File: src/rtl/u2u_pkg.sv
package u2u_pkg;

    localparam logic [15:0] REPLACEMENT  = 16'hFFFD;
    localparam logic [20:0] MAX_POINT    = 21'h10FFFF;
    localparam logic [20:0] SURR_LOW     = 21'h00D800;
    localparam logic [20:0] SURR_HIGH    = 21'h00DFFF;
    localparam logic [20:0] SUPPLEMENTAL = 21'h010000;
    localparam logic [20:0] LEAST_LEN2   = 21'h000080;
    localparam logic [20:0] LEAST_LEN3   = 21'h000800;
    localparam logic [15:0] HIGH_SURR    = 16'hD800;
    localparam logic [15:0] LOW_SURR     = 16'hDC00;

    localparam logic [2:0] LEN_NONE = 3'd0;
    localparam logic [2:0] LEN_TWO  = 3'd2;
    localparam logic [2:0] LEN_THREE = 3'd3;
    localparam logic [2:0] LEN_FOUR = 3'd4;

    localparam int QUEUE_DEPTH = 2;
    localparam int QUEUE_AW    = $clog2(QUEUE_DEPTH);
    localparam int QUEUE_CW    = $clog2(QUEUE_DEPTH + 1);

    // One decoded byte: some replacement units first, then up to two plain units.
    typedef struct packed {
        logic [2:0]  repl_cnt;
        logic [1:0]  tail_cnt;
        logic [15:0] tail0;
        logic [15:0] tail1;
        logic        last;
    } t_job;

endpackage

File: src/rtl/u2u_front.sv
module u2u_front (
    input  logic           i_clk,
    input  logic           i_rst_n,
    input  logic           i_accept,
    input  logic [7:0]     i_byte,
    input  logic           i_last,
    output logic           o_push,
    output u2u_pkg::t_job  o_job
);

    logic [2:0]  r_seq_len;
    logic [1:0]  r_cont_seen;
    logic [20:0] r_point;
    logic [2:0]  n_seq_len;
    logic [1:0]  n_cont_seen;
    logic [20:0] n_point;

    logic          pending;
    logic          is_cont;
    logic [2:0]    seen;
    logic [20:0]   point_new;
    logic [20:0]   least;
    logic [19:0]   offset;
    logic          bad_point;
    u2u_pkg::t_job job;

    assign pending   = (r_seq_len != u2u_pkg::LEN_NONE);
    assign is_cont   = (i_byte[7:6] == 2'b10);
    assign seen      = {1'b0, r_cont_seen} + 3'd1;
    assign point_new = {r_point[14:0], i_byte[5:0]};

    always_comb begin
        case (r_seq_len)
            u2u_pkg::LEN_TWO:   least = u2u_pkg::LEAST_LEN2;
            u2u_pkg::LEN_THREE: least = u2u_pkg::LEAST_LEN3;
            default:            least = u2u_pkg::SUPPLEMENTAL;
        endcase
    end

    assign bad_point = (point_new < least) || (point_new > u2u_pkg::MAX_POINT) ||
                       ((point_new >= u2u_pkg::SURR_LOW) && (point_new <= u2u_pkg::SURR_HIGH));
    assign offset    = point_new[19:0] - u2u_pkg::SUPPLEMENTAL[19:0];

    always_comb begin
        job         = '0;
        job.last    = i_last;
        n_seq_len   = r_seq_len;
        n_cont_seen = r_cont_seen;
        n_point     = r_point;

        if (pending && is_cont) begin
            if ((seen + 3'd1) >= r_seq_len) begin
                n_seq_len   = u2u_pkg::LEN_NONE;
                n_cont_seen = '0;
                n_point     = '0;
                if (bad_point) begin
                    job.repl_cnt = 3'd1;
                end else if (point_new[20:16] == 5'd0) begin
                    job.tail_cnt = 2'd1;
                    job.tail0    = point_new[15:0];
                end else begin
                    job.tail_cnt = 2'd2;
                    job.tail0    = u2u_pkg::HIGH_SURR + {6'd0, offset[19:10]};
                    job.tail1    = u2u_pkg::LOW_SURR + {6'd0, offset[9:0]};
                end
            end else if (i_last) begin
                job.repl_cnt = seen + 3'd1;
            end else begin
                n_cont_seen = seen[1:0];
                n_point     = point_new;
            end
        end else begin
            // A broken sequence flushes its lead and continuations before the
            // byte is decoded as a fresh one.
            if (pending) begin
                job.repl_cnt = seen;
            end
            n_seq_len   = u2u_pkg::LEN_NONE;
            n_cont_seen = '0;
            n_point     = '0;
            if (i_byte[7] == 1'b0) begin
                job.tail_cnt = 2'd1;
                job.tail0    = {8'd0, i_byte};
            end else if (i_byte[7:5] == 3'b110) begin
                n_seq_len = u2u_pkg::LEN_TWO;
                n_point   = {16'd0, i_byte[4:0]};
            end else if (i_byte[7:4] == 4'b1110) begin
                n_seq_len = u2u_pkg::LEN_THREE;
                n_point   = {17'd0, i_byte[3:0]};
            end else if (i_byte[7:3] == 5'b11110) begin
                n_seq_len = u2u_pkg::LEN_FOUR;
                n_point   = {18'd0, i_byte[2:0]};
            end else begin
                job.repl_cnt = job.repl_cnt + 3'd1;
            end
            if (i_last && (n_seq_len != u2u_pkg::LEN_NONE)) begin
                job.repl_cnt = job.repl_cnt + 3'd1;
            end
        end

        if (i_last) begin
            n_seq_len   = u2u_pkg::LEN_NONE;
            n_cont_seen = '0;
            n_point     = '0;
        end
    end

    always_ff @(posedge i_clk) begin
        if (!i_rst_n) begin
            r_seq_len   <= u2u_pkg::LEN_NONE;
            r_cont_seen <= '0;
            r_point     <= '0;
        end else if (i_accept) begin
            r_seq_len   <= n_seq_len;
            r_cont_seen <= n_cont_seen;
            r_point     <= n_point;
        end
    end

    assign o_job  = job;
    assign o_push = i_accept && ((job.repl_cnt != 3'd0) || (job.tail_cnt != 2'd0));

endmodule

File: src/rtl/u2u_queue.sv
module u2u_queue (
    input  logic           i_clk,
    input  logic           i_rst_n,
    input  logic           i_push,
    input  u2u_pkg::t_job  i_job,
    input  logic           i_pop,
    output logic           o_full,
    output logic           o_valid,
    output u2u_pkg::t_job  o_job
);

    u2u_pkg::t_job                  r_mem [u2u_pkg::QUEUE_DEPTH];
    logic [u2u_pkg::QUEUE_AW-1:0]   r_wr_ptr;
    logic [u2u_pkg::QUEUE_AW-1:0]   r_rd_ptr;
    logic [u2u_pkg::QUEUE_CW-1:0]   r_count;

    assign o_full  = (r_count == u2u_pkg::QUEUE_CW'(u2u_pkg::QUEUE_DEPTH));
    assign o_valid = (r_count != '0);
    assign o_job   = r_mem[r_rd_ptr];

    always_ff @(posedge i_clk) begin
        if (i_push) begin
            r_mem[r_wr_ptr] <= i_job;
        end
    end

    always_ff @(posedge i_clk) begin
        if (!i_rst_n) begin
            r_wr_ptr <= '0;
            r_rd_ptr <= '0;
            r_count  <= '0;
        end else begin
            if (i_push) begin
                r_wr_ptr <= (r_wr_ptr == u2u_pkg::QUEUE_AW'(u2u_pkg::QUEUE_DEPTH - 1)) ?
                            '0 : r_wr_ptr + 1'b1;
            end
            if (i_pop) begin
                r_rd_ptr <= (r_rd_ptr == u2u_pkg::QUEUE_AW'(u2u_pkg::QUEUE_DEPTH - 1)) ?
                            '0 : r_rd_ptr + 1'b1;
            end
            if (i_push && !i_pop) begin
                r_count <= r_count + 1'b1;
            end else if (i_pop && !i_push) begin
                r_count <= r_count - 1'b1;
            end
        end
    end

endmodule

File: src/rtl/u2u_back.sv
module u2u_back (
    input  logic           i_clk,
    input  logic           i_rst_n,
    input  logic           i_valid,
    input  u2u_pkg::t_job  i_job,
    output logic           o_pop,
    input  logic           i_ready,
    output logic           o_valid,
    output logic [15:0]    o_code_unit,
    output logic           o_run_end,
    output logic           o_string_end
);

    logic [1:0]  r_idx;
    logic        r_valid;
    logic [15:0] r_code_unit;
    logic        r_run_end;
    logic        r_string_end;

    logic        load;
    logic [2:0]  total;
    logic [2:0]  idx_ext;
    logic [2:0]  tail_pos;
    logic        last_unit;
    logic [15:0] unit;

    assign load      = i_valid && (!r_valid || i_ready);
    assign total     = i_job.repl_cnt + {1'b0, i_job.tail_cnt};
    assign idx_ext   = {1'b0, r_idx};
    assign tail_pos  = idx_ext - i_job.repl_cnt;
    assign last_unit = (idx_ext == (total - 3'd1));

    always_comb begin
        if (idx_ext < i_job.repl_cnt) begin
            unit = u2u_pkg::REPLACEMENT;
        end else if (tail_pos[0] == 1'b0) begin
            unit = i_job.tail0;
        end else begin
            unit = i_job.tail1;
        end
    end

    always_ff @(posedge i_clk) begin
        if (!i_rst_n) begin
            r_idx   <= '0;
            r_valid <= 1'b0;
        end else begin
            if (load) begin
                r_valid <= 1'b1;
                r_idx   <= last_unit ? 2'd0 : r_idx + 2'd1;
            end else if (i_ready) begin
                r_valid <= 1'b0;
            end
        end
    end

    always_ff @(posedge i_clk) begin
        if (load) begin
            r_code_unit  <= unit;
            r_run_end    <= last_unit;
            r_string_end <= last_unit && i_job.last;
        end
    end

    assign o_pop        = load && last_unit;
    assign o_valid      = r_valid;
    assign o_code_unit  = r_code_unit;
    assign o_run_end    = r_run_end;
    assign o_string_end = r_string_end;

endmodule

File: src/rtl/utf8_to_utf16_transcoder.sv
// UTF-8 to UTF-16 transcoder with U+FFFD replacement.
// Slave channel: one UTF-8 byte per word in tdata, tlast set on the final byte
// of a string. Master channel: one UTF-16 code unit per word in tdata, tuser set
// on the last unit caused by an input byte, tlast on the final unit of a string.
// A front stage decodes each accepted byte against the pending sequence state and
// writes a job (replacement count plus up to two plain units) into a two-entry
// queue; a back stage expands each job into code units through an output register.
// Each byte's job is registered in the queue and each of its units in the output
// register before the unit is offered on the master side.
// Throughput: one byte per cycle while each byte yields at most one unit and the
// master side is ready; the back stage emits one unit per cycle unless stalled, and
// a job leaves the queue with its last unit; tready falls once both entries are used.
// Lead and middle bytes of a multibyte sequence yield no word unless they end a string.
// Reset (synchronous, active low) clears the sequence state, the queue and the
// output register. A stall on the master side holds the output word and fills the
// queue; the slave side then stalls, and no word is lost or repeated.
module utf8_to_utf16_transcoder (
    input  logic        i_clk,
    input  logic        i_rst_n,
    input  logic        i_s_axis_tvalid,
    output logic        o_s_axis_tready,
    input  logic [7:0]  i_s_axis_tdata,   // [7:0] input_byte
    input  logic        i_s_axis_tlast,   // last_in_string
    output logic        o_m_axis_tvalid,
    input  logic        i_m_axis_tready,
    output logic [15:0] o_m_axis_tdata,   // [15:0] code_unit
    output logic        o_m_axis_tuser,   // [0] run_end
    output logic        o_m_axis_tlast    // string_end
);

    logic          accept;
    logic          push;
    logic          pop;
    logic          q_full;
    logic          q_valid;
    u2u_pkg::t_job front_job;
    u2u_pkg::t_job head_job;

    assign o_s_axis_tready = !q_full;
    assign accept          = i_s_axis_tvalid && !q_full;

    u2u_front u_front (
        .i_clk    (i_clk),
        .i_rst_n  (i_rst_n),
        .i_accept (accept),
        .i_byte   (i_s_axis_tdata),
        .i_last   (i_s_axis_tlast),
        .o_push   (push),
        .o_job    (front_job)
    );

    u2u_queue u_queue (
        .i_clk   (i_clk),
        .i_rst_n (i_rst_n),
        .i_push  (push),
        .i_job   (front_job),
        .i_pop   (pop),
        .o_full  (q_full),
        .o_valid (q_valid),
        .o_job   (head_job)
    );

    u2u_back u_back (
        .i_clk        (i_clk),
        .i_rst_n      (i_rst_n),
        .i_valid      (q_valid),
        .i_job        (head_job),
        .o_pop        (pop),
        .i_ready      (i_m_axis_tready),
        .o_valid      (o_m_axis_tvalid),
        .o_code_unit  (o_m_axis_tdata),
        .o_run_end    (o_m_axis_tuser),
        .o_string_end (o_m_axis_tlast)
    );

endmodule

File: config.mk
export PLATFORM = sky130hd
export DESIGN_NAME = utf8_to_utf16_transcoder
export DESIGN_NICKNAME = d
export VERILOG_FILES = /design/src/rtl/u2u_pkg.sv /design/src/rtl/u2u_front.sv /design/src/rtl/u2u_queue.sv /design/src/rtl/u2u_back.sv /design/src/rtl/utf8_to_utf16_transcoder.sv
export SDC_FILE = /design/constraint.sdc
export NUM_CORES = 1
export LEC_CHECK = 0
export ABC_CLOCK_PERIOD_IN_PS = 7100
export BUFFER_PORTS_ARGS = -buffer_cell sky130_fd_sc_hd__buf_2
export CELL_PAD_IN_SITES_DETAIL_PLACEMENT = 1
export CELL_PAD_IN_SITES_GLOBAL_PLACEMENT = 1
export CORE_MARGIN = 1.5
export CORE_UTILIZATION = 54
export DETAILED_ROUTE_END_ITERATION = 16
export PLACE_DENSITY_LB_ADDON = 0.1
export SLEW_MARGIN = 20
export SYNTH_ARGS = -nofsm -noshare
export SYNTH_HDL_FRONTEND = slang
export SYNTH_SLANG_ARGS = --single-unit
File: constraint.sdc
create_clock -name i_clk -period 7.1 [get_ports i_clk]
set_clock_uncertainty 0.15 [all_clocks]
set_input_delay 0.355 -clock i_clk [delete_from_list [all_inputs] [get_ports i_clk]]
set_output_delay 0.355 -clock i_clk [all_outputs]
set_load 0.005 [all_outputs]
# After elaboration in Yosys (flattened, before gate mapping)
# Memory sizes are Yosys's and may differ from the RTL's. A register that Yosys moved wholly into a read port is not among the register bits.
# Index checks and enable logic that the tools add are counted.
dict set report classes {
  n_addsub 15
  n_mul 0
  div 0
  order_cmp 6
  n_eq_ne 9
  n_shift 0
  n_mux 49
  n_bitwise 0
  reduce_logical 27
}
# op count
set op_table {}
lappend op_table {{15-bit 2-to-1 mux} 5}
lappend op_table {{34-bit 2-to-1 mux} 2}
lappend op_table {{3-bit 2-to-1 mux} 19}
lappend op_table {{16-bit 2-to-1 mux} 3}
lappend op_table {{17-bit one-hot mux with 2 select lines} 1}
lappend op_table {{15-bit by 11-bit adder with 16-bit output, first input constant} 2}
lappend op_table {{21-bit by 16-bit greater-or-equal comparator with 1-bit output, second input constant} 1}
lappend op_table {{21-bit > comparator, second input constant} 1}
lappend op_table {{21-bit by 16-bit <= comparator with 1-bit output, second input constant} 1}
lappend op_table {{21-bit by 17-bit less-than comparator with 1-bit output} 1}
lappend op_table {{21-bit 2-to-1 mux} 1}
lappend op_table {{20-bit by 17-bit subtractor with 20-bit output, second input constant} 1}
lappend op_table {{18-bit 2-to-1 mux} 1}
lappend op_table {{17-bit 2-to-1 mux} 1}
lappend op_table {{2-bit 2-to-1 mux} 6}
lappend op_table {{1-bit logical AND} 10}
lappend op_table {{3-bit by 1-bit adder with 3-bit output, second input constant} 3}
lappend op_table {{1-bit 2-to-1 mux} 9}
lappend op_table {{3-bit nonzero test} 3}
lappend op_table {{2-bit nonzero test} 4}
lappend op_table {{3-bit by 2-bit equality test with 1-bit output, second input constant} 2}
lappend op_table {{5-bit equality test, second input constant} 1}
lappend op_table {{5-bit logical NOT} 1}
lappend op_table {{2-bit by 1-bit adder with 2-bit output, second input constant} 2}
lappend op_table {{other kinds (17)} 25}
dict set report totals {
  regBits 45
  latch_bits 0
  mem_bits_rw 76
  mem_bits_ro 0
  in_bits 13
  n_memories 1
}
# memory depth word_bits rd rd_clocked_by_memory_dff wr line
set memory_table {}
lappend memory_table {u_queue.r_mem 2 38 1 1 1 u2u_queue.sv:12} ;# u2u_pkg::t_job r_mem [u2u_pkg::QUEUE_DEPTH];

# Logic depth before layout (Yosys ltp)
# Gate-level depths: netlist of the first run.
dict set report depth {
  ltp_word 19
  mapped_depth 16
  depth_no_buf 15
}

# Hierarchy
# Synthesis of the first run repeated with hierarchy kept, for this count alone.
dict set report unflattened {
  cells_unflattened 454
  hier_area_um2 5801.8
}
# mod n_inst cells_per_inst area_each_um2 seq_area_each_um2
set by_module_without_submodules {}
lappend by_module_without_submodules {u2u_queue 1 140 2966.6 2382.3}
lappend by_module_without_submodules {u2u_front 1 224 1716.6 400.4}
lappend by_module_without_submodules {u2u_back 1 88 1108.6 600.6}
lappend by_module_without_submodules {utf8_to_utf16_transcoder 1 2 10.0 0.0}

# Least setup slack after synthesis of the first run
# No wires, ideal clock.
dict set report synth_timing {
  kind {reg2reg}
  startpoint {register u_front.r_cont_seen[0]}
  endpoint {memory u_queue.r_mem[0][0] (netlist name), enable pin}
  setup_time_ps 425
  t_arrival_ps 3795
  required_time_ps 6525
  path_slack_ps 2730
  stages_incl_launch_ff 14
  path_buffers 1
  period_less_slack_ps 4370
  path_cell_list {dfxtp_1 > clkbuf_1 > inv_1 > ha_1 > nor2_1 > ha_1 > o211ai_1 > and2_1 > inv_1 > ha_1 > a21oi_1 > and3_1 > a31oi_1 > nor2b_1}
}
dict set report synth_between {
  elab_chain_cells 17
  elab_cells_between_ends 23
  classes_between {4 x add/sub; 1 x order compare; 14 x mux; 4 x reduce/logical}
}
# element line
set synth_rtl {}
lappend synth_rtl {{start, declared} u2u_front.sv:12} ;# logic [1:0] r_cont_seen;
lappend synth_rtl {{start signal, assigned} u2u_front.sv:115} ;# r_cont_seen <= n_cont_seen;
lappend synth_rtl {{2-bit by 1-bit adder with 3-bit output (*)} u2u_front.sv:29} ;# assign seen = {1'b0, r_cont_seen} + 3'd1;
lappend synth_rtl {{3-bit 2-to-1 mux} u2u_front.sv:75} ;# if (pending) begin
lappend synth_rtl {{3-bit 2-to-1 mux} u2u_front.sv:51} ;# if (pending && is_cont) begin
lappend synth_rtl {{3-bit by 1-bit adder with 3-bit output} u2u_front.sv:94} ;# job.repl_cnt = job.repl_cnt + 3'd1;
lappend synth_rtl {{3-bit 2-to-1 mux} u2u_front.sv:90} ;# end else if (i_byte[7:3] == 5'b11110) begin
lappend synth_rtl {{3-bit 2-to-1 mux} u2u_front.sv:87} ;# end else if (i_byte[7:4] == 4'b1110) begin
lappend synth_rtl {{3-bit 2-to-1 mux} u2u_front.sv:84} ;# end else if (i_byte[7:5] == 3'b110) begin
lappend synth_rtl {{3-bit 2-to-1 mux} u2u_front.sv:81} ;# if (i_byte[7] == 1'b0) begin
lappend synth_rtl {{[... 2 more ...]} n/a}
lappend synth_rtl {{3-bit 2-to-1 mux} u2u_front.sv:96} ;# if (i_last && (n_seq_len != u2u_pkg::LEN_NONE)) begin
lappend synth_rtl {{21-bit 2-to-1 mux (*)} u2u_front.sv:51}
lappend synth_rtl {{3-bit nonzero test} u2u_front.sv:121} ;# assign o_push = i_accept && ((job.repl_cnt != 3'd0) || (job.tail_cnt != 2'd0));
lappend synth_rtl {{1-bit logical OR (*)} u2u_front.sv:121}
lappend synth_rtl {{1-bit logical AND (*)} u2u_front.sv:121}
lappend synth_rtl {{via push} utf8_to_utf16_transcoder.sv:32} ;# logic push;
lappend synth_rtl {{1-bit 2-to-1 mux (*)} u2u_queue.sv:22} ;# if (i_push) begin
lappend synth_rtl {{1-bit 2-to-1 mux (not written as such) (*)} u2u_queue.sv:23} ;# r_mem[r_wr_ptr] <= i_job;
lappend synth_rtl {{end, declared} u2u_queue.sv:12}
# The timed path passes the listed nets; every way through them passes the cells marked *. The select of a mux whose other input is x is not followed.

# Final worst setup path of the first run
dict set report layout_timing {
  startpoint {register u_front.r_cont_seen[0]}
  endpoint {register u_queue.r_count[1] (netlist name)}
}
dict set report layout_between {
  elab_chain_cells 18
  elab_cells_between_ends 26
  classes_between {4 x add/sub; 1 x order compare; 13 x mux; 8 x reduce/logical}
}
# element line
set layout_rtl {}
lappend layout_rtl {{2-bit by 1-bit adder with 3-bit output (*)} u2u_front.sv:29}
lappend layout_rtl {{3-bit 2-to-1 mux} u2u_front.sv:75}
lappend layout_rtl {{3-bit 2-to-1 mux} u2u_front.sv:51}
lappend layout_rtl {{3-bit by 1-bit adder with 3-bit output} u2u_front.sv:94}
lappend layout_rtl {{3-bit 2-to-1 mux} u2u_front.sv:90}
lappend layout_rtl {{3-bit 2-to-1 mux} u2u_front.sv:87}
lappend layout_rtl {{3-bit 2-to-1 mux} u2u_front.sv:84}
lappend layout_rtl {{3-bit 2-to-1 mux} u2u_front.sv:81}
lappend layout_rtl {{[... 3 more ...]} n/a}
lappend layout_rtl {{21-bit 2-to-1 mux (*)} u2u_front.sv:51}
lappend layout_rtl {{3-bit nonzero test} u2u_front.sv:121}
lappend layout_rtl {{1-bit logical OR (*)} u2u_front.sv:121}
lappend layout_rtl {{1-bit logical AND (*)} u2u_front.sv:121}
lappend layout_rtl {{via push} utf8_to_utf16_transcoder.sv:32}
lappend layout_rtl {{1-bit logical NOT} u2u_queue.sv:43} ;# end else if (i_pop && !i_push) begin
lappend layout_rtl {{1-bit logical AND} u2u_queue.sv:43}
lappend layout_rtl {{2-bit nonzero test (no line)} n/a}
lappend layout_rtl {{end signal, assigned} u2u_queue.sv:42} ;# r_count <= r_count + 1'b1;
lappend layout_rtl {{end signal, assigned} u2u_queue.sv:44} ;# r_count <= r_count - 1'b1;
lappend layout_rtl {{end, declared} u2u_queue.sv:15} ;# logic [u2u_pkg::QUEUE_CW-1:0] r_count;
# Marked as above.
# A chain may end at the register's enable or synchronous reset.

==> flow_summary.yaml, run 1 <==
cts:
  cts_root_buf: "sky130_fd_sc_hd__clkbuf_8"
  tritoncts: "done"
  worst_skew_pair.late_latency_ns: 0.37
  cts_setup_buffers: 0
  ctsHtreeMaxLevel: 3
  clk_transition_reported_paths_ns: 0.11
  cts_inserted_buffers: 9
  post_cts_resized: 0
  hold_buffers: 0
  cts_max_path_buffers: 2
  tritoncts_num_sinks: 110
power:
  static-leakage-power_uw: 0.002030
  cell_internal_pwr_uw: 1261
  cellPowerDensity_nw_per_um2: 325.4
  peakVddDrop_uv: 120.6
  power.combinational.fraction_pct: 30.1
  switching_share_pct: 31.51
  design_power_total_uw: 1842
  share_seq_of_total_power_pct: 48.7
  p_sw_uw: 580.4
  clock_power_share_pct: 21.1
synthesis:
  synth.yosys.warnings: 0
  synth.yosys.seq_area_share_pct: 58.67
  synthArstFlopShare_pct: 0
  synth.lib_cells_used.distinct: 50
  synth_enable_flop_cells: 82
  synth-seq-cells: 110
  synthesis.nets: 429
  dominantRegCellSynth: "sky130_fd_sc_hd__edfxtp_1"
  syn-instance-count: 400
  synth.most_common_cell: "sky130_fd_sc_hd__edfxtp_1"
  ys_top_cells_by_area: "sky130_fd_sc_hd__edfxtp_1 (48%), sky130_fd_sc_hd__dfxtp_1 (11%), sky130_fd_sc_hd__mux4_2 (4.4%)"
  synth_top_area_share_pct: 47.79
  synth_top_cell_by_area: "sky130_fd_sc_hd__edfxtp_1"
  syn_avg_cell_area_sq_um: 12.88
  top_cells_by_count_synth: "sky130_fd_sc_hd__edfxtp_1 (82), sky130_fd_sc_hd__dfxtp_1 (28), sky130_fd_sc_hd__nor2b_1 (22), sky130_fd_sc_hd__inv_1 (18), sky130_fd_sc_hd__nand2_1 (18)"
  synth_area_sq_um: 5152
critical_path:
  critical_path.cell_chain: "inv_1 > ha_1 > xor2_1 > ha_1 > nand2_1 > o21ai_0 > nor3_1 > a211oi_1 > a31oi_1 > ha_1 > or3_1 > a21boi_0"
  worst-r2r-cell-count: 12
  worst_ep_arrival_time_ns: 4.14
  r2r_start: "u_front.r_cont_seen[0]"
  endpoint_kind: "register"
  critical_path_startpoint_category: "register"
  most_frequent_cell_on_the_critical_path: "sky130_fd_sc_hd__ha_1"
  timing_worst_setup_path_type: "register to register"
  slowest_stage: "sky130_fd_sc_hd__o21ai_0"
  r2r-end: "u_queue.r_count[1]"
  critical_path.max_stage_delay_ns: 0.51
  reg2reg_setup_slack_ns: 3.10
  critical_path_required_ns: 7.23
  worst-path-max-fanout: 7
global_routing:
  grt_use_total_pct: 23.98
  initial_antenna_violation_count: 0
  grt_first_pass_wirelength_um: 18110
  grt_max_degree: 33
  number_of_global_route_vias_before_repair: 3611
  gr-total-overflow: 0
layout:
  instances_no_fill: 566
  n_antenna_cell: 0
  num-fill-cells: 934
  design.final.nets: 461
  drive_gt1_share_pct: 19.45
  area_growth_from_synthesis_to_final_layout_pct: 9.835
die:
  io_pins: 33
  floorplan.die_area_sq_um: 10140
  num_rows: 35
  initial_standard_cell_utilization_of_the_core_pct: 55.76
  die_boundary_height_um: 100.7
  placeableCoreArea_sq_um: 9240
  die_width_um: 100.7
job:
  max_cap_violations: 0
sta:
  tightestPinTransition_ns: 0.9839
  final_critical_path_setup_slack_ns: 3.097
  final_hold_vios: 0
  setup_repair_after_global_routing_missed_its_margin: "no"
  final.period_utilization_pct: 56.39
  maxSlewViolCount: 0
  setup_tns_ns: 0
  fmaxAchievable_ghz: 0.2498
  setup_violating_endpoint_count_in_the_final_report: 0
  period_minus_slack_ns: 4.003
  slew_headroom_pct: 33.71
routing:
  routed_wl_um: 11180
  drt_drc_violations_left: 0
  route.vias.total: 3354
  drt-initial-drc-count: 136
  detailedRoute.firstPassIterationCount: 4
  drt-wirelength-per-cell_um: 19.76
  drt-vias-per-instance: 5.926
  drt.antenna.violating_nets: 0
min_path:
  end_of_the_worst_hold_path: "u_front.r_point[1]"
  min-delay-start: "i_s_axis_tdata[1]"
  min_path_type: "input pin to register"
  holdPathStages: 3
placement:
  placed_cells_incl_taps: 550
  port-buffer-count: 32
  gp_congestion: 0.8440
  pre_cts_slack_ns: 3.153
  post-dp-hpwl_um: 8062
status:
  outcome: "finished clean"
## cell usage in the layout, fill, tap and decap left out, types with 10 or more instances in the layout
cell type	count
sky130_fd_sc_hd__edfxtp_1	82
sky130_fd_sc_hd__buf_2	32
sky130_fd_sc_hd__dfxtp_1	28
sky130_fd_sc_hd__nor2b_1	21
sky130_fd_sc_hd__nand2_1	18
sky130_fd_sc_hd__inv_1	18
sky130_fd_sc_hd__and2_1	16
sky130_fd_sc_hd__ha_1	16
sky130_fd_sc_hd__nor2_1	15
sky130_fd_sc_hd__a22oi_1	14
sky130_fd_sc_hd__or2_2	10
sky130_fd_sc_hd__mux4_2	10
## area by class of cell
type / count / area (sq um) / share of cell area, %
Tap cell: 129 / 161.4 / 2.852
Multi-Input combinational cell: 255 / 1998 / 35.31
Clock inverter: 6 / 76.32 / 1.349
Inverter: 18 / 67.56 / 1.194
Timing Repair Buffer: 38 / 205.2 / 3.626
Clock buffer: 10 / 127.6 / 2.255
Sequential cell: 110 / 3023 / 53.42
## flip-flops by register name, indices dropped and copies added (netlist names), named ones only
register / cells
u_back.o_string_end: 1
u_queue.r_wr_ptr: 1
u_back.o_code_unit: 16
u_back.o_run_end: 1
u_back.o_valid: 1
u_front.r_seq_len: 3
u_queue.r_count: 2
u_back.r_idx: 2
u_queue.r_mem: 64
u_queue.r_rd_ptr: 1
u_front.r_cont_seen: 2
u_front.r_point: 15
## critical path: cells and delay by family, from the launching register on
kind / cells / cell delay [ns]
compound gates: 4 / 1.41
xor+xnor: 1 / 0.17
fa+ha+maj: 3 / 1.02
buf+inv: 1 / 0.12
flops: 1 / 0.49
simple gates: 3 / 0.56
## per-stage QoR
step / area, sq um / utilization [%] / hold slack (ns)
final: 5659 / 61.25 / 0.1628
after CTS: 5659 / 61.25 / 0.1577
after floorplan: 5152 / - / 0.3039
after global routing: 5659 / 61.25 / 0.1803
after detailed placement: 5455 / 59.04 / 0.4044
after global placement: 5455 / 59.04 / 0.3654
## power by group through the flow
stage,clock [uW],sequential (uW),combinational [uW]
after floorplan,0,897,400
after detailed placement,0,914,563
after CTS,398,900,566
final,389,897,555
after global placement,0,904,537
after global routing,419,911,610
## logic make-up after synthesis
group	after synthesis	synth area share [%]
flip-flops	110	58.67
AO/OA/AOI/OAI	76	11.63
AND/OR/NAND/NOR	126	13.43
buffers and inverters	35	2.598
XOR/XNOR	13	2.501
multiplexers	24	7.285
adder cells (fa/ha/maj)	16	3.885
## layer usage
metal	track usage (%)	part of all wire (%)
met2	42.93	52
met1	29.53	44
met5	0	0
met4	6.501	1.1
met3	4.854	3.1
## how the worst max path moves through the flow
stage                      startpoint                   to
2_1_floorplan  u_front.r_cont_seen[0]  u_queue.r_mem[0][0]
3_3_place_gp   u_front.r_cont_seen[0]   u_queue.r_count[1]
3_5_place_dp   u_front.r_cont_seen[0]   u_queue.r_count[1]
4_1_cts        u_front.r_cont_seen[0]   u_queue.r_count[1]
5_1_grt        u_front.r_cont_seen[0]   u_queue.r_count[1]
6_report       u_front.r_cont_seen[0]   u_queue.r_count[1]
No activity file was read; power rests on OpenSTA's default activity.
==> inputs of run 2 (changes only) <==
Settings changed: ABC_CLOCK_PERIOD_IN_PS 7100 to 4100, CORE_UTILIZATION 54 to 50.
Clock period 7.1 ns to 4.1 ns, I/O delays scaled along.
==> flow_summary.yaml, run 2 (synthesis gave the netlist of run 1 again) <==
sta:
  setup_violating_endpoint_count_in_the_final_report: 0
  tightestPinTransition_ns: 0.8959
  final.period_utilization_pct: 92.85
  setup_repair_after_global_routing_missed_its_margin: "no"
  period_minus_slack_ns: 3.807
  slew_headroom_pct: 39.64
  maxSlewViolCount: 0
  fmaxAchievable_ghz: 0.2627
  setup_tns_ns: 0
  final_hold_vios: 0
routing:
  drt-wirelength-per-cell_um: 19.11
  drt_drc_violations_left: 0
  detailedRoute.firstPassIterationCount: 5
  routed_wl_um: 10970
  route.vias.total: 3324
  drt-vias-per-instance: 5.791
  drt-initial-drc-count: 123
  drt.antenna.violating_nets: 0
cts:
  post_cts_resized: 0
  cts_setup_buffers: 0
  worst_skew_pair.late_latency_ns: 0.37
  cts_max_path_buffers: 2
  hold_buffers: 0
  clk_transition_reported_paths_ns: 0.10
  tritoncts_num_sinks: 110
  ctsHtreeMaxLevel: 3
  cts_inserted_buffers: 9
  tritoncts: "done"
  cts_root_buf: "sky130_fd_sc_hd__clkbuf_8"
global_routing:
  number_of_global_route_vias_before_repair: 3495
  gr-total-overflow: 0
  grt_max_degree: 33
  grt_use_total_pct: 21.53
  grt_first_pass_wirelength_um: 18020
  initial_antenna_violation_count: 0
critical_path:
  critical_path_required_ns: 4.25
  worst-path-max-fanout: 7
  worst-r2r-cell-count: 14
  timing_worst_setup_path_type: "register to register"
  timing.critical_path.to: "u_queue.r_count[1]"
  critPathLaunch: "u_front.r_cont_seen[0]"
  r2r_start: "u_front.r_cont_seen[0]"
  worst_ep_arrival_time_ns: 3.96
  endpoint_kind: "register"
  critical_path_startpoint_category: "register"
  reg2reg_setup_slack_ns: 0.29
  r2r-end: "u_queue.r_count[1]"
layout:
  drive_gt1_share_pct: 20.63
  area_growth_from_synthesis_to_final_layout_pct: 10.32
  design.final.nets: 465
  most_common_cell_after_layout_fill_and_taps_aside: "sky130_fd_sc_hd__edfxtp_1"
  largest_register_ffs: 64
  num-fill-cells: 1020
  instances_no_fill: 574
  final_cell_mix: "sky130_fd_sc_hd__edfxtp_1 (82), sky130_fd_sc_hd__buf_2 (32), sky130_fd_sc_hd__dfxtp_1 (28)"
  largest_register: "u_queue.r_mem"
  n_antenna_cell: 0
min_path:
  min_path_type: "input pin to register"
placement:
  port-buffer-count: 32
  placed_cells_incl_taps: 558
  gp_congestion: 0.8646
  post-dp-hpwl_um: 7981
die:
  num_rows: 36
  initial_standard_cell_utilization_of_the_core_pct: 52.23
  die_width_um: 104.5
  die_boundary_height_um: 104.5
  floorplan.die_area_sq_um: 10920
  placeableCoreArea_sq_um: 9864
  io_pins: 33
power:
  cellPowerDensity_nw_per_um2: 558.1
  static-leakage-power_uw: 0.002043
  peakVddDrop_uv: 258.9
status:
  outcome: "finished clean"
job:
  max_cap_violations: 0
[run 2: cell count changes in the layout (fill, tap and decap cells not counted)]
| cell | delta |
|---|---|
| sky130_fd_sc_hd__nor2_1 | -1 |
| sky130_fd_sc_hd__inv_6 | -2 |
| sky130_fd_sc_hd__clkbuf_16 | +1 |
| sky130_fd_sc_hd__clkinv_4 | -2 |
| sky130_fd_sc_hd__nor2_2 | +1 |
| sky130_fd_sc_hd__buf_4 | +4 |
| sky130_fd_sc_hd__inv_4 | +1 |
| sky130_fd_sc_hd__clkinv_2 | +2 |
| sky130_fd_sc_hd__clkbuf_1 | -1 |
| sky130_fd_sc_hd__bufinv_16 | -1 |
| sky130_fd_sc_hd__clkinvlp_4 | +2 |
[run 2: worst min-delay path by stage]
stage	to	from	slack, ns	cells past startpoint
finish	u_front.r_point[1]	i_s_axis_tdata[1]	0.03	3
global route	u_front.r_point[1]	i_s_axis_tdata[1]	0.05	3
CTS	u_front.r_point[1]	i_s_axis_tdata[1]	0.005	3
detailed placement	u_queue.r_count[1]	u_queue.r_count[1]	0.39	2
global placement	u_queue.r_count[1]	u_queue.r_count[1]	0.37	2
floorplan	u_queue.r_mem[0][0]	i_s_axis_tlast	0.15	0
[run 2: final cells by class]
type / count / area, sq um / share of cell area, %
clock buffers: 10 / 148.9 / 2.619
clock inverters: 6 / 42.54 / 0.7484
inverters: 18 / 67.56 / 1.189
multi-input cells: 255 / 2001 / 35.20
flip-flops and latches: 110 / 3023 / 53.18
well taps: 133 / 166.4 / 2.928
repair buffers: 42 / 235.2 / 4.138
[run 2: metal layers]
layer / vias to the layer above / GRT usage (%) / share of wire (%)
li1: 1591 / - / -
met1: 1642 / 28.06 / 45
met2: 77 / 36.23 / 49
met3: 14 / 3.759 / 4.2
met4: 0 / 7.540 / 1.7
met5: - / 0 / 0
[run 2: through the flow]
stage               area, sq um  utilization, %  setup WS [ns]  hold slack (ns)  power [uW]
finish                     5684           57.62         0.2931          0.02759        3173
global route               5684           57.62        0.01655          0.04996        3340
CTS                        5684           57.62         0.2685         0.004698        3205
detailed placement         5493           55.68         0.3057           0.3938        2577
global placement           5493           55.68         0.6270           0.3677        2513
floorplan                  5155               -         0.3236           0.1539        2246
[run 2: critical path: stages (launching register included)]
cell                       delay (ns)
sky130_fd_sc_hd__dfxtp_1         0.49
sky130_fd_sc_hd__inv_1           0.12
sky130_fd_sc_hd__ha_1            0.35
sky130_fd_sc_hd__nor2_1          0.12
sky130_fd_sc_hd__ha_1            0.23
sky130_fd_sc_hd__o211ai_1        0.11
sky130_fd_sc_hd__and2_1          0.15
sky130_fd_sc_hd__inv_1           0.04
sky130_fd_sc_hd__ha_1            0.18
sky130_fd_sc_hd__and3_1          0.14
sky130_fd_sc_hd__a211oi_1        0.41
sky130_fd_sc_hd__a31oi_1         0.27
sky130_fd_sc_hd__ha_1            0.41
sky130_fd_sc_hd__or3_1           0.39
sky130_fd_sc_hd__a21boi_0        0.17
[run 2: power breakdown]
| group | switching, uW | internal, uW | leakage (uW) |
|---|---|---|---|
| Clock | 373 | 261 | 0.0000957 |
| Sequential | 79.7 | 1460 | 0.000992 |
| Combinational | 557 | 442 | 0.000956 |
==> inputs of run 3 (changes only) <==
==> constraint.sdc (replaced) <==
create_clock -name i_clk -period 4.1 [get_ports i_clk]
set_clock_uncertainty 0.15 [all_clocks]
set_input_delay 0.615 -clock i_clk [delete_from_list [all_inputs] [get_ports i_clk]]
set_output_delay 0.615 -clock i_clk [all_outputs]
set_load 0.005 [all_outputs]
==> flow_summary.yaml, run 3 (synthesis gave the netlist of run 1 again) <==
sta:
  period_minus_slack_ns: 3.788
  fmaxAchievable_ghz: 0.2640
  maxSlewViolCount: 0
  final_hold_vios: 0
  tightestPinTransition_ns: 0.9649
  setup_repair_after_global_routing_missed_its_margin: "no"
  slew_headroom_pct: 35.61
  setup_violating_endpoint_count_in_the_final_report: 0
  setup_tns_ns: 0
  final.period_utilization_pct: 92.38
routing:
  routed_wl_um: 11390
  drt-vias-per-instance: 5.843
  drt_drc_violations_left: 0
  detailedRoute.firstPassIterationCount: 4
  drt.antenna.violating_nets: 0
  drt-initial-drc-count: 184
  drt-wirelength-per-cell_um: 19.85
  route.vias.total: 3354
critical_path:
  worst-path-max-fanout: 7
  critical_path_required_ns: 4.24
  endpoint_kind: "register"
  critical_path_startpoint_category: "register"
  timing_worst_setup_path_type: "register to register"
  worst_ep_arrival_time_ns: 3.93
  critical_path.cell_chain: "inv_1 > ha_1 > nor2_1 > ha_1 > o211ai_1 > and2_1 > inv_1 > ha_1 > and3_1 > a211oi_1 > a31oi_1 > ha_1 > or3_1 > a21boi_0"
  worst-r2r-cell-count: 14
  critical_path.max_stage_delay_ns: 0.48
  slowest_stage: "sky130_fd_sc_hd__dfxtp_1"
  most_frequent_cell_on_the_critical_path: "sky130_fd_sc_hd__ha_1"
layout:
  final_cell_mix: "sky130_fd_sc_hd__edfxtp_1 (82), sky130_fd_sc_hd__buf_2 (32), sky130_fd_sc_hd__dfxtp_1 (28)"
  num-fill-cells: 1011
  n_antenna_cell: 0
  largest_register_ffs: 64
  instances_no_fill: 574
  final_design_area_no_fill_sq_um: 5682
  most_common_cell_after_layout_fill_and_taps_aside: "sky130_fd_sc_hd__edfxtp_1"
  drive_gt1_share_pct: 20.18
  largest_register: "u_queue.r_mem"
  design.final.nets: 465
  area_growth_from_synthesis_to_final_layout_pct: 10.27
cts:
  hold_buffers: 0
  tritoncts_num_sinks: 110
  post_cts_resized: 0
  ctsHtreeMaxLevel: 3
  cts_setup_buffers: 0
  cts_inserted_buffers: 9
  cts_root_buf: "sky130_fd_sc_hd__clkbuf_8"
  cts_max_path_buffers: 2
  tritoncts: "done"
  worst_skew_pair.late_latency_ns: 0.37
  clk_transition_reported_paths_ns: 0.10
die:
  placeableCoreArea_sq_um: 9864
  io_pins: 33
  initial_standard_cell_utilization_of_the_core_pct: 52.23
  die_boundary_height_um: 104.5
  die_width_um: 104.5
  num_rows: 36
  floorplan.die_area_sq_um: 10920
global_routing:
  number_of_global_route_vias_before_repair: 3600
  initial_antenna_violation_count: 0
  grt_use_total_pct: 22.45
  grt_max_degree: 33
  gr-total-overflow: 0
  grt_first_pass_wirelength_um: 18760
power:
  design_power_total_uw: 3169
  cellPowerDensity_nw_per_um2: 557.7
  static-leakage-power_uw: 0.002042
  peakVddDrop_uv: 239.1
placement:
  port-buffer-count: 32
  placed_cell_area_sq_um: 5493
  gp_congestion: 0.8420
  post-dp-hpwl_um: 8134
  placed_cells_incl_taps: 558
status:
  outcome: "finished clean"
job:
  max_cap_violations: 0
min_path:
  holdPathStages: 1
  min_path_type: "register to register"
run 3: cell count changes in the layout (fill, tap and decap cells not counted), sizes merged:
cell and delta:
bufinv +1, clkinv +1, clkinvlp -1, inv -1
run 3: cell type report:
type,count,area [sq um],share of cell area (%)
Tap cell,133,166.4,2.929
Multi-Input combinational cell,255,2001,35.21
Sequential cell,110,3023,53.20
Clock buffer,10,127.6,2.246
Clock inverter,6,61.31,1.079
Timing Repair Buffer,42,235.2,4.140
Inverter,18,67.56,1.189
run 3: stage by stage:
step	util (%)	hold slack (ns)	setup slack, ns
finish	57.60	0.4175	0.3122
global route	57.60	0.4606	0.02109
CTS	57.60	0.4211	0.3003
detailed placement	55.68	0.3980	0.3410
global placement	55.68	0.3687	0.6265
floorplan	-	0.3399	0.3236
run 3: path summary, 6_finish.rpt:
check,slack (ns),startpoint,to
max,0.31,u_front.r_cont_seen[0],u_queue.r_count[1]
max reg2reg,0.31,u_front.r_cont_seen[0],u_queue.r_count[1]
min,0.42,u_queue.r_count[1],u_back.o_valid
min reg2reg,0.42,u_queue.r_count[1],u_back.o_valid
run 3: critical path, delay by kind of cell, from the launching register on:
kind	cells	cell delay (ns)
and+or+nand+nor	4	0.81
AOI/OAI and AO/OA	4	0.95
DFF	1	0.48
adders and majority gates	4	1.16
buffers and inverters	2	0.16
run 3: power breakdown:
part / leakage (uW) / total [uW] / switching, uW / internal (uW)
logic: 0.000956 / 988 / 557 / 431
registers: 0.000992 / 1540 / 73.3 / 1460
clock network: 0.0000942 / 644 / 362 / 282
run 3: metal layers:
metal | track usage [%] | share of wire (%)
met5 | 0 | 0
met4 | 8.433 | 1.7
met3 | 2.632 | 2.8
met2 | 37.64 | 50
met1 | 29.96 | 45
